<file path="src/hce_pkg.sv">
// ----------------------------------------------------------------------------
// hce_pkg
// shared widths, command codes, register indexes and beat types
// ----------------------------------------------------------------------------
package hce_pkg;

  localparam int MAX_VERTICES = 8;
  localparam int VID_W        = 3;
  localparam int NV_W         = 4;
  localparam int RANK_W       = 13;
  localparam int ORD_W        = 21;
  localparam int CFG_IDX_W    = 2;
  localparam int CFG_DATA_W   = 4;

  localparam logic [CFG_IDX_W-1:0] CFG_NUM_VERTICES = 2'd0;
  localparam logic [CFG_IDX_W-1:0] CFG_START_VERTEX = 2'd1;

  localparam logic [NV_W-1:0]  NV_RESET = 4'd6;
  localparam logic [VID_W-1:0] SV_RESET = 3'd0;

  typedef enum logic [1:0] {
    CMD_ADD_EDGE = 2'd0,
    CMD_CLEAR    = 2'd1,
    CMD_FIND     = 2'd2,
    CMD_RESTART  = 2'd3
  } cmd_e;

  typedef struct packed {
    cmd_e             cmd;
    logic [VID_W-1:0] vertex_a;
    logic [VID_W-1:0] vertex_b;
  } cmd_t;

  typedef struct packed {
    logic              found;
    logic              scan_done;
    logic [RANK_W-1:0] cycle_rank;
    logic [ORD_W-1:0]  cycle_order;
  } res_t;

endpackage

</file>
<file path="src/hamiltonian_cycle_enumerator.sv">
// add edge: result registered after states S_ADD_A and S_ADD_B; clear, restart,
// find when done: result in the next cycle; find walks orders, early out on a miss,
// one adjacency row read per hop through the single read port of the row memory
// worst case 5040 orders walked per find at 8 vertices; results cannot stall
// one command at a time: the next beat is taken in the cycle its result shows
// reset: graph empty via row valid bits, 6 vertices, start vertex 0, scan at rank 0
// ----------------------------------------------------------------------------
// hamiltonian_cycle_enumerator
// brute-force hamiltonian cycle search over vertex orders, adjacency in memory
// ----------------------------------------------------------------------------
module hamiltonian_cycle_enumerator #(
  parameter int MaxVertices = hce_pkg::MAX_VERTICES
) (
  input  logic                            clk_i,
  input  logic                            rst_ni,
  input  logic                            cfg_we_i,
  input  logic [hce_pkg::CFG_IDX_W-1:0]   cfg_idx_i,
  input  logic [hce_pkg::CFG_DATA_W-1:0]  cfg_wdata_i,
  input  logic                            start,
  input  hce_pkg::cmd_t                   cmd_i,
  output logic                            busy,
  output logic                            res_valid_o,
  output hce_pkg::res_t                   res_o
);

  localparam int VidW   = hce_pkg::VID_W;
  localparam int NvW    = hce_pkg::NV_W;
  localparam int RankW  = hce_pkg::RANK_W;
  localparam int OrdW   = hce_pkg::ORD_W;
  localparam int OrdLen = MaxVertices - 1;
  localparam int IdxW   = (OrdLen > 1) ? $clog2(OrdLen) : 1;
  localparam int AW     = $clog2(MaxVertices);
  localparam int MW     = $clog2(MaxVertices);
  localparam int CW     = $clog2(MaxVertices + 1);

  typedef logic [OrdLen-1:0][VidW-1:0] ord_t;

  typedef enum logic [1:0] {
    S_IDLE,
    S_ADD_A,
    S_ADD_B,
    S_WALK
  } state_e;

  function automatic logic [MW-1:0] used_m(input logic [NvW-1:0] nv);
    if (nv < 4'd3) begin
      return MW'(2);
    end else if (nv > MaxVertices) begin
      return MW'(OrdLen);
    end
    return MW'(nv - 4'd1);
  endfunction

  function automatic ord_t init_order(input logic [MW-1:0] m, input logic [VidW-1:0] s);
    ord_t o;
    o = '0;
    for (int k = 0; k < OrdLen; k++) begin
      if (k < m) begin
        o[k] = (k >= s) ? VidW'(k + 1) : VidW'(k);
      end
    end
    return o;
  endfunction

  function automatic logic [RankW-1:0] fact(input logic [MW-1:0] m);
    logic [RankW-1:0] f;
    case (int'(m))
      2: f = RankW'(2);
      3: f = RankW'(6);
      4: f = RankW'(24);
      5: f = RankW'(120);
      6: f = RankW'(720);
      7: f = RankW'(5040);
      default: f = RankW'(1);
    endcase
    return f;
  endfunction

  state_e                  st_q, st_d;
  logic [NvW-1:0]          nv_q, nv_d;
  logic [VidW-1:0]         sv_q, sv_d;
  logic [RankW-1:0]        cursor_q, cursor_d;
  logic                    exh_q, exh_d;
  ord_t                    order_q, order_d, order_nxt;
  logic [CW-1:0]           c_q, c_d;
  logic [CW-1:0]           cp_q, cp_d;
  logic [CW-1:0]           cm1;
  logic                    pend_q, pend_d;
  logic                    fok_q, fok_d;
  logic [VidW-1:0]         ea_q, ea_d;
  logic [VidW-1:0]         eb_q, eb_d;
  logic                    res_valid_q, res_valid_d;
  hce_pkg::res_t           res_q, res_d;
  logic [MaxVertices-1:0]  vld_q, vld_d;
  logic                    rvld_q;

  logic [MaxVertices-1:0]  adj_mem [MaxVertices];
  logic [MaxVertices-1:0]  rdata_q;
  logic [MaxVertices-1:0]  row;
  logic                    mem_we;
  logic [AW-1:0]           waddr;
  logic [AW-1:0]           raddr;
  logic [MaxVertices-1:0]  wdata;

  logic [MW-1:0]           m;
  logic [RankW-1:0]        total;
  logic                    restart;
  logic                    acc;
  logic [VidW-1:0]         from_v;
  logic [VidW-1:0]         to_v;
  logic                    hop_ok;
  logic                    adv_last;
  logic [OrdW-1:0]         ord_bits;

  hce_next_perm #(
    .MaxVertices(MaxVertices)
  ) u_next_perm (
    .order_i(order_q),
    .m_i    (m),
    .next_o (order_nxt)
  );

  assign m           = used_m(nv_q);
  assign total       = fact(m);
  assign busy        = (st_q != S_IDLE);
  assign acc         = start && !busy;
  assign row         = rvld_q ? rdata_q : '0;
  assign res_valid_o = res_valid_q;
  assign res_o       = res_q;

  assign cm1      = c_q - 1'b1;
  assign from_v   = (c_q == '0) ? sv_q : order_q[cm1[IdxW-1:0]];
  assign to_v     = (cp_q == CW'(m)) ? sv_q : order_q[cp_q[IdxW-1:0]];
  assign hop_ok   = fok_q && (to_v < MaxVertices) && row[to_v[AW-1:0]];
  assign adv_last = ({1'b0, cursor_q} + 1'b1) >= {1'b0, total};

  always_comb begin
    ord_bits = '0;
    for (int k = 0; k < OrdLen; k++) begin
      if (k < m) begin
        ord_bits[VidW*k +: VidW] = order_q[k];
      end
    end
  end

  always_comb begin
    st_d        = st_q;
    nv_d        = nv_q;
    sv_d        = sv_q;
    cursor_d    = cursor_q;
    exh_d       = exh_q;
    order_d     = order_q;
    c_d         = c_q;
    cp_d        = cp_q;
    pend_d      = pend_q;
    fok_d       = fok_q;
    ea_d        = ea_q;
    eb_d        = eb_q;
    vld_d       = vld_q;
    res_valid_d = 1'b0;
    res_d       = res_q;
    mem_we      = 1'b0;
    waddr       = '0;
    wdata       = '0;
    raddr       = '0;
    restart     = 1'b0;

    if (cfg_we_i) begin
      case (cfg_idx_i)
        hce_pkg::CFG_NUM_VERTICES: begin
          nv_d    = cfg_wdata_i;
          restart = 1'b1;
        end
        hce_pkg::CFG_START_VERTEX: begin
          sv_d    = cfg_wdata_i[VidW-1:0];
          restart = 1'b1;
        end
        default: ;
      endcase
    end

    case (st_q)
      S_IDLE: begin
        if (acc) begin
          res_valid_d     = 1'b1;
          res_d           = '0;
          res_d.scan_done = exh_q;
          case (cmd_i.cmd)
            hce_pkg::CMD_ADD_EDGE: begin
              if (cmd_i.vertex_a < MaxVertices && cmd_i.vertex_b < MaxVertices) begin
                res_valid_d = 1'b0;
                raddr       = cmd_i.vertex_a[AW-1:0];
                ea_d        = cmd_i.vertex_a;
                eb_d        = cmd_i.vertex_b;
                st_d        = S_ADD_A;
              end
            end
            hce_pkg::CMD_CLEAR: begin
              vld_d = '0;
            end
            hce_pkg::CMD_RESTART: begin
              restart         = 1'b1;
              res_d.scan_done = 1'b0;
            end
            hce_pkg::CMD_FIND: begin
              if (!exh_q) begin
                res_valid_d = 1'b0;
                c_d         = '0;
                pend_d      = 1'b0;
                st_d        = S_WALK;
              end
            end
            default: ;
          endcase
        end
      end
      S_ADD_A: begin
        // row b is read while row a is written: equal rows give the same value
        mem_we                       = 1'b1;
        waddr                        = ea_q[AW-1:0];
        wdata                        = row;
        wdata[eb_q[AW-1:0]]          = 1'b1;
        vld_d[ea_q[AW-1:0]]          = 1'b1;
        raddr                        = eb_q[AW-1:0];
        st_d                         = S_ADD_B;
      end
      S_ADD_B: begin
        mem_we                       = 1'b1;
        waddr                        = eb_q[AW-1:0];
        wdata                        = row;
        wdata[ea_q[AW-1:0]]          = 1'b1;
        vld_d[eb_q[AW-1:0]]          = 1'b1;
        res_valid_d                  = 1'b1;
        res_d                        = '0;
        res_d.scan_done              = exh_q;
        st_d                         = S_IDLE;
      end
      S_WALK: begin
        pend_d = 1'b0;
        if (c_q <= CW'(m)) begin
          raddr  = from_v[AW-1:0];
          fok_d  = (from_v < MaxVertices);
          cp_d   = c_q;
          pend_d = 1'b1;
          c_d    = c_q + 1'b1;
        end
        if (pend_q && (!hop_ok || cp_q == CW'(m))) begin
          // order settled: drop the read in flight and step on
          c_d    = '0;
          pend_d = 1'b0;
          if (adv_last) begin
            exh_d    = 1'b1;
            cursor_d = total;
          end else begin
            cursor_d = cursor_q + 1'b1;
            order_d  = order_nxt;
          end
          if (hop_ok) begin
            res_valid_d       = 1'b1;
            res_d             = '0;
            res_d.found       = 1'b1;
            res_d.scan_done   = adv_last;
            res_d.cycle_rank  = cursor_q;
            res_d.cycle_order = ord_bits;
            st_d              = S_IDLE;
          end else if (adv_last) begin
            res_valid_d     = 1'b1;
            res_d           = '0;
            res_d.scan_done = 1'b1;
            st_d            = S_IDLE;
          end
        end
      end
      default: begin
        st_d = S_IDLE;
      end
    endcase

    if (restart) begin
      order_d  = init_order(used_m(nv_d), sv_d);
      cursor_d = '0;
      exh_d    = 1'b0;
    end
  end

  always_ff @(posedge clk_i or negedge rst_ni) begin
    if (!rst_ni) begin
      st_q        <= S_IDLE;
      nv_q        <= hce_pkg::NV_RESET;
      sv_q        <= hce_pkg::SV_RESET;
      cursor_q    <= '0;
      exh_q       <= 1'b0;
      order_q     <= init_order(used_m(hce_pkg::NV_RESET), hce_pkg::SV_RESET);
      c_q         <= '0;
      cp_q        <= '0;
      pend_q      <= 1'b0;
      fok_q       <= 1'b0;
      ea_q        <= '0;
      eb_q        <= '0;
      vld_q       <= '0;
      rvld_q      <= 1'b0;
      res_valid_q <= 1'b0;
      res_q       <= '0;
    end else begin
      st_q        <= st_d;
      nv_q        <= nv_d;
      sv_q        <= sv_d;
      cursor_q    <= cursor_d;
      exh_q       <= exh_d;
      order_q     <= order_d;
      c_q         <= c_d;
      cp_q        <= cp_d;
      pend_q      <= pend_d;
      fok_q       <= fok_d;
      ea_q        <= ea_d;
      eb_q        <= eb_d;
      vld_q       <= vld_d;
      rvld_q      <= vld_q[raddr];
      res_valid_q <= res_valid_d;
      res_q       <= res_d;
    end
  end

  always_ff @(posedge clk_i) begin
    if (mem_we) begin
      adj_mem[waddr] <= wdata;
    end
    rdata_q <= adj_mem[raddr];
  end

endmodule

</file>
<file path="src/hce_next_perm.sv">
// ----------------------------------------------------------------------------
// hce_next_perm
// next lexicographic order of the first m entries of the vertex list
// ----------------------------------------------------------------------------
module hce_next_perm #(
  parameter int MaxVertices = hce_pkg::MAX_VERTICES
) (
  input  logic [MaxVertices-2:0][hce_pkg::VID_W-1:0] order_i,
  input  logic [$clog2(MaxVertices)-1:0]              m_i,
  output logic [MaxVertices-2:0][hce_pkg::VID_W-1:0] next_o
);

  localparam int VidW   = hce_pkg::VID_W;
  localparam int OrdLen = MaxVertices - 1;
  localparam int IdxW   = (OrdLen > 1) ? $clog2(OrdLen) : 1;

  logic [IdxW-1:0]              piv;
  logic [IdxW-1:0]              pm1;
  logic [IdxW-1:0]              sj;
  logic [IdxW-1:0]              ri;
  logic [VidW-1:0]              pval;
  logic [OrdLen-1:0][VidW-1:0]  swp;

  always_comb begin
    piv = '0;
    for (int k = 1; k < OrdLen; k++) begin
      if (k < m_i && order_i[k-1] < order_i[k]) begin
        piv = IdxW'(k);
      end
    end
    pm1  = piv - 1'b1;
    pval = order_i[pm1];
    sj   = pm1;
    for (int k = 0; k < OrdLen; k++) begin
      if (k >= piv && k < m_i && order_i[k] > pval) begin
        sj = IdxW'(k);
      end
    end
    swp      = order_i;
    swp[pm1] = order_i[sj];
    swp[sj]  = pval;
    next_o   = swp;
    ri       = '0;
    // reverse the tail behind the pivot
    for (int k = 0; k < OrdLen; k++) begin
      if (k >= piv && k < m_i) begin
        ri        = IdxW'(int'(m_i) - 1 + int'(piv) - k);
        next_o[k] = swp[ri];
      end
    end
  end

endmodule

</file>
<file path="config.mk">
export PLATFORM = sky130hd
export DESIGN_NAME = hamiltonian_cycle_enumerator
export DESIGN_NICKNAME = d
export VERILOG_FILES = /design/src/hce_pkg.sv /design/src/hamiltonian_cycle_enumerator.sv /design/src/hce_next_perm.sv
export SDC_FILE = /design/constraint.sdc
export NUM_CORES = 1
export LEC_CHECK = 0
export ABC_AREA = 0
export BUFFER_PORTS_ARGS = -buffer_cell sky130_fd_sc_hd__buf_4
export CORE_MARGIN = 2
export CORE_UTILIZATION = 50
export DETAILED_ROUTE_END_ITERATION = 8
export PLACE_DENSITY = 0.72
export SLEW_MARGIN = 20
export SYNTH_ARGS = -nofsm -noshare
export SYNTH_HDL_FRONTEND = slang
export SYNTH_SLANG_ARGS = --single-unit
</file>
<file path="constraint.sdc">
create_clock -name clk_i -period 11.4 [get_ports clk_i]
set_clock_uncertainty 0.1 [all_clocks]
set_input_delay 0.57 -clock clk_i [delete_from_list [all_inputs] [get_ports clk_i]]
set_output_delay 0.57 -clock clk_i [all_outputs]
set_load 0.02 [all_outputs]
</file>
### After elaboration in Yosys (flattened, before gate mapping)

Memory sizes are Yosys's and may differ from the RTL's. A register that Yosys moved wholly into a read port is not among the register bits.
Cells that the tools add are included.

* input bits: 18
* logic and storage cells: 346
* memories: 1
* RAM bits: 64
* output and inout bits: 38
* register bits: 106

* order comparisons: 66
* eq/ne operators: 24
* reductions and logical operators: 53
* mux-type cells: 158
* bitwise operators: 4
* add/subtract/negate cells: 15

Memories
* adj_mem: words 8, width 8, read ports 1, clocked after Yosys merged registers in 1, write ports 1, line hamiltonian_cycle_enumerator.sv:97 `logic [MaxVertices-1:0] adj_mem [MaxVertices];`

Operators by type and width (number)
* 3-bit two-way mux: 56
* 36-bit two-way mux: 4
* 36-bit case mux with 3 select lines: 1
* 3-bit binary-select mux with 3-bit select: 11
* 21-bit two-way mux: 4
* 13-bit case mux with 6 select lines: 1
* 3-bit by 4-bit < comparator with 1-bit output, second input constant: 15
* 13-bit two-way mux: 4
* 21-bit bitwise mux: 2
* 1-bit two-way mux: 38
* 8-bit OR: 4
* 4-bit two-way mux: 7
* 1-bit logical AND: 27
* 8-bit two-way mux: 3
* 8-bit case mux with 3 select lines: 1
* 2-bit two-way mux: 11
* 3-bit > comparator: 7
* 3-bit demux with 3-bit select: 2
* 3-bit greater-or-equal comparator, first input constant: 6
* 3-bit < comparator: 6
* 3-bit < comparator, first input constant: 6
* 8-bit case mux with 2 select lines: 1
* 3-bit by 1-bit subtractor with 3-bit output, second input constant: 5
* 13-bit by 1-bit adder with 14-bit output, second input constant: 1
* 43 further kinds: 97

### Longest topological paths before layout

* word-level depth: 36
* depth in mapped cells: 39
* mapped depth without buffers: 34

### By module

Synthesis repeated with hierarchy kept, for this count alone.

* cell total of the unflattened synthesis: 1447
* area, all modules: 13417.9 sq um

Modules (own cells, without submodules)
* hamiltonian_cycle_enumerator: sequential area each 4745.8 sq um, times used 1, area an instance 9502.9 sq um, cells an instance 884
* hce_next_perm: sequential area each 0.0 sq um, times used 1, area an instance 3915.0 sq um, cells an instance 563

### Least setup slack after synthesis

No wires, ideal clock.

* path type: reg2reg
* start point: register nv_q[1]
* end point: register order_q[0] in the netlist's numbering
* arrival: 7.813 ns
* data required time: 11.225 ns
* library setup time: 0.075 ns
* period minus slack after synthesis: 7.988 ns
* stages on the path, launching flop included: 34
* slack: 3.412 ns
* path buffers: 3
* cell sequence: dfstp_2 > inv_1 > ha_1 > nor2b_4 > o41ai_1 > or3_4 > a311oi_2 > nor2_2 > inv_2 > ha_1 > o211a_1 > a211o_1 > buf_2 > buf_1 > nor2_1 > nand2_1 > o221ai_1 > ha_1 > nor2b_1 > a21oi_1 > a31oi_1 > a41o_1 > a41o_1 > a32oi_2 > nand2_1 > o32a_4 > nand2b_4 > buf_6 > mux2i_1 > o31ai_1 > mux2_2 > o221a_1 > a2111oi_1 > a2bb2oi_1

* cells in the longest elaborated chain, start to end: 36
* elaborated cells between the ends (all ways): 119
* those cells by class: 5 x add/sub; 31 x order compare; 8 x eq/ne; 47 x mux; 28 x reduce/logical

RTL lines
* start, declared: line hamiltonian_cycle_enumerator.sv:80 `logic [NvW-1:0] nv_q, nv_d;`
* start signal, assigned: line hamiltonian_cycle_enumerator.sv:289 `nv_q <= hce_pkg::NV_RESET;`
* start signal, assigned: line hamiltonian_cycle_enumerator.sv:306 `nv_q <= nv_d;`
* 4-bit > comparator: line hamiltonian_cycle_enumerator.sv:48 `end else if (nv > MaxVertices) begin`
* 1-bit two-way mux: line hamiltonian_cycle_enumerator.sv:48
* 1-bit two-way mux: line hamiltonian_cycle_enumerator.sv:46 `if (nv < 4'd3) begin`
* 3-bit two-way mux: line hamiltonian_cycle_enumerator.sv:51 `return MW'(nv - 4'd1);`
* 1-bit by 3-bit < comparator with 1-bit output: line hce_next_perm.sv:27, hce_next_perm.sv:35
* 1-bit logical AND: line hce_next_perm.sv:27 `if (k < m_i && order_i[k-1] < order_i[k]) begin`
* 1-bit two-way mux: line hce_next_perm.sv:27
* 2-bit two-way mux (2 in a row): line hce_next_perm.sv:27
* (+19 left out)
* 21-bit bitwise mux: line hce_next_perm.sv:41 `swp[sj] = pval;`
* 3-bit binary-select mux with 3-bit select: line hce_next_perm.sv:48 `next_o[k] = swp[ri];`
* 3-bit two-way mux (not written as such): line hce_next_perm.sv:48
* 3-bit two-way mux: line hce_next_perm.sv:46 `if (k >= piv && k < m_i) begin`
* 21-bit two-way mux: line hamiltonian_cycle_enumerator.sv:251 `if (adv_last) begin`
* 21-bit two-way mux: line hamiltonian_cycle_enumerator.sv:247 `if (pend_q && (!hop_ok || cp_q == CW'(m))) begin`
* 21-bit two-way mux: line hamiltonian_cycle_enumerator.sv:182 `case (st_q)`
* 21-bit two-way mux: line hamiltonian_cycle_enumerator.sv:279 `if (restart) begin`
* end signal, assigned: line hamiltonian_cycle_enumerator.sv:293 `order_q <= init_order(used_m(hce_pkg::NV_RESET), hce_pkg::SV_RESET);`
* end signal, assigned: line hamiltonian_cycle_enumerator.sv:310 `order_q <= order_d;`
* end, declared: line hamiltonian_cycle_enumerator.sv:84 `ord_t order_q, order_d, order_nxt;`

Several ways; a longest one is shown, not always the timed one. The select of a mux whose other input is x is not followed.
A chain may end at the register's enable or synchronous reset.

### Final worst setup path

* start point: register nv_q[0]
* end point: register order_q[0] in the netlist's numbering

Same word-level chain as after synthesis.

==> reports/qor.csv <==
metric,value,unit
tritoncts,yes,
drt_pass1_iterations,6,
grt_pass1_vias,11755,
totalWireLength,43.35,mm
yosysTopAreaCellShare,0.1856,
slew_violations,0,
cts_root_buf,clkbuf_16,
synth.net_count,1525,
rsz0062_at_grt,false,
die_y,165.7,um
synth_cell_type_count,105,
fillers,2259,
tns,0,ps
synth.area.top_cells,"dfrtp_1 (19%), edfxtp_1 (15%), ha_1 (5.9%), nor2_1 (4.7%), mux2i_1 (4.5%)",
clk_pin_slew_worst_paths,90,ps
slew_headroom,0.2412,
crit_type,register to register,
clk_latency,450,ps
cts_sinks,178,
cp-startpoint,nv_q[0]$_DFF_PN0_,
tightest_slew,1134,ps
wl_per_cell,23.91,um
worst_r2r_endpoint,order_q[0]$_DFFE_PN1P_,
h-tree-depth,4,
r2r-start,nv_q[0]$_DFF_PN0_,
r2r_cells,30,
ys_seq_area_frac,0.3629,
rows,59,
synth-seq-cells,178,
yosysMostFrequentCell,nor2_1,
antenna_left,0,
pin_count,56,
cp_slowest_cell,o221ai_1,
post_cts_buffers,0,
via_per_inst,6.818,
grt_pass1_wl,67.54,mm
crit_fanout,19,
status,completed,
fin_area,0.01446,mm2
max_freq,0.09706,GHz
final_hold_viol_count,0,
hold_buffers,0,
vias,12361,
synthCells,1445,
max_stage_delay,820,ps
yosys_most_used_dff,dfrtp_1,
drt-initial-drc-count,1651,
synthArstFlopShare,0.5955,
antennaDiodeCount,0,
grtUsageTotal,0.3103,
min_period,10300,ps
setup_viol,0,
start_util,0.5062,
synth_warnings,0,
utilization,0.5596,
avgSynthCellArea,9.050,um2
overflow,0,
synth_area,0.01308,mm2
synth_area_leader_cell,dfrtp_1,
grt_start_max_net_pins,57,
fin_crit_sh,0.9038,
routabilityCongestion,1.052,
final_nets,1545,
drv_cap,0,
portBuffers,55,
hold_path_class,primary input to async pin,
drc,0,
clock_path_buffers,2,
r2r_slack,1100,ps
fp.dieW,165.7,um
die_area,0.02746,mm2
coreArea,0.02584,mm2
synth_edf_count,64,
cp.required,11660,ps
synthToLayoutAreaGrowth,10.55,%
place_area,0.01378,mm2
endpoint_kind,register,
drive_above_1_share,0.1414,
arrival,10570,ps
cts_resized,0,
synth_common_cells,"nor2_1 (164), nand2_1 (117), a21oi_1 (97), dfrtp_1 (97), inv_1 (75)",
startpoint_type,register,
dp_hpwl,30.70,mm
antenna_found_initial,0,
numCtsBuffers,17,
crit_end,order_q[0]$_DFFE_PN1P_,
[critical path: cells and delay by family (launching register included)]
kind,cells,cell delay [ps]
AOI/OAI and AO/OA,14,5370
buffers and inverters,4,1040
and+or+nand+nor,8,2090
muxes,1,170
DFF,1,460
adders and majority gates,3,1000
[final cells by class]
type | instances | area, um2 | area share
clock inverter | 15 | 215.2 | 0.01489
clock buffer | 17 | 425.4 | 0.02942
timing repair buffer | 77 | 598.1 | 0.04137
inverter | 83 | 312.8 | 0.02164
sequential | 178 | 4746 | 0.3283
tap | 335 | 419.2 | 0.02899
multi-input combinational | 1108 | 7741 | 0.5354
[routing by layer]
layer  wire length, um  share of wire  up-vias  GRT usage
met4              2148          0.050        0     0.1463
met1             17710           0.41     5938     0.4203
met5                 0              0        -          0
li1                  -              -     5508          -
met2             19490           0.45      735     0.4820
met3              4012          0.093      180    0.05974
[layout by cell type (no fill, tap or decap), drive strengths merged, types with 11 or more instances in the layout]
| cell | netlist | final |
|---|---|---|
| nor2 | 165 | 165 |
| nand2 | 117 | 117 |
| a21oi | 98 | 98 |
| dfrtp | 97 | 97 |
| inv | 79 | 87 |
| o21ai | 78 | 78 |
| buf | 15 | 77 |
| edfxtp | 64 | 64 |
| ha | 62 | 62 |
| mux2i | 59 | 59 |
| nand3 | 46 | 46 |
| o22ai | 39 | 39 |
| a22o | 38 | 38 |
| nor3 | 34 | 34 |
| o211ai | 23 | 23 |
| nand2b | 21 | 21 |
| o31ai | 20 | 20 |
| a211oi | 20 | 20 |
| mux4 | 18 | 18 |
| nor2b | 18 | 18 |
| clkbuf | 61 | 17 |
| a31oi | 16 | 16 |
| xnor2 | 15 | 15 |
| nand4 | 14 | 14 |
| a21o | 13 | 13 |
| o221ai | 11 | 11 |
| mux2 | 11 | 11 |
| clkinv | 4 | 11 |
[state kept, by name, summed over array words and instances, names as in the netlist, 8 cells and up]
register	flops
adj_mem	64
cursor_q	13
order_q	21
rdata_q	8
res_o	36
vld_q	8
[per-stage QoR]
stage / hold slack, ps / setup slack (ps) / cells
final: 45.95 / 1097 / 1813
after CTS: 59.26 / 1466 / 1812
after floorplan: 174.4 / 3412 / 1445
after global placement: 352.7 / 1747 / 1780
after detailed placement: 364.0 / 1531 / 1780
after global routing: 95.84 / 585.6 / 1813
[worst min-delay path by stage]
stage	endpoint	slack, ps	cells after the start
4_1_cts	eb_q[0]$_DFFE_PN0P_	60	1
3_5_place_dp	fok_q$_DFFE_PN0P_	360	1
2_1_floorplan	c_q[0]$_DFFE_PN0P_	170	0
5_1_grt	cursor_q[9]$_DFFE_PN0P_	100	1
3_3_place_gp	fok_q$_DFFE_PN0P_	350	1
6_report	eb_q[0]$_DFFE_PN0P_	50	1
[cells by family (layout without fill, tap and decap cells)]
kind of cell,after synthesis,after routing,share of synthesized area
AO/OA/AOI/OAI,472,472,0.2606
XOR/XNOR,23,23,0.01540
adder cells (fa/ha/maj),64,64,0.06104
buffers and inverters,159,192,0.04831
flip-flops,178,178,0.3629
multiplexers,88,88,0.08563
AND/OR/NAND/NOR,461,461,0.1661
Power is not shown: default switching activity piles up to over one toggle a cycle in this logic, so the estimate is an artifact.
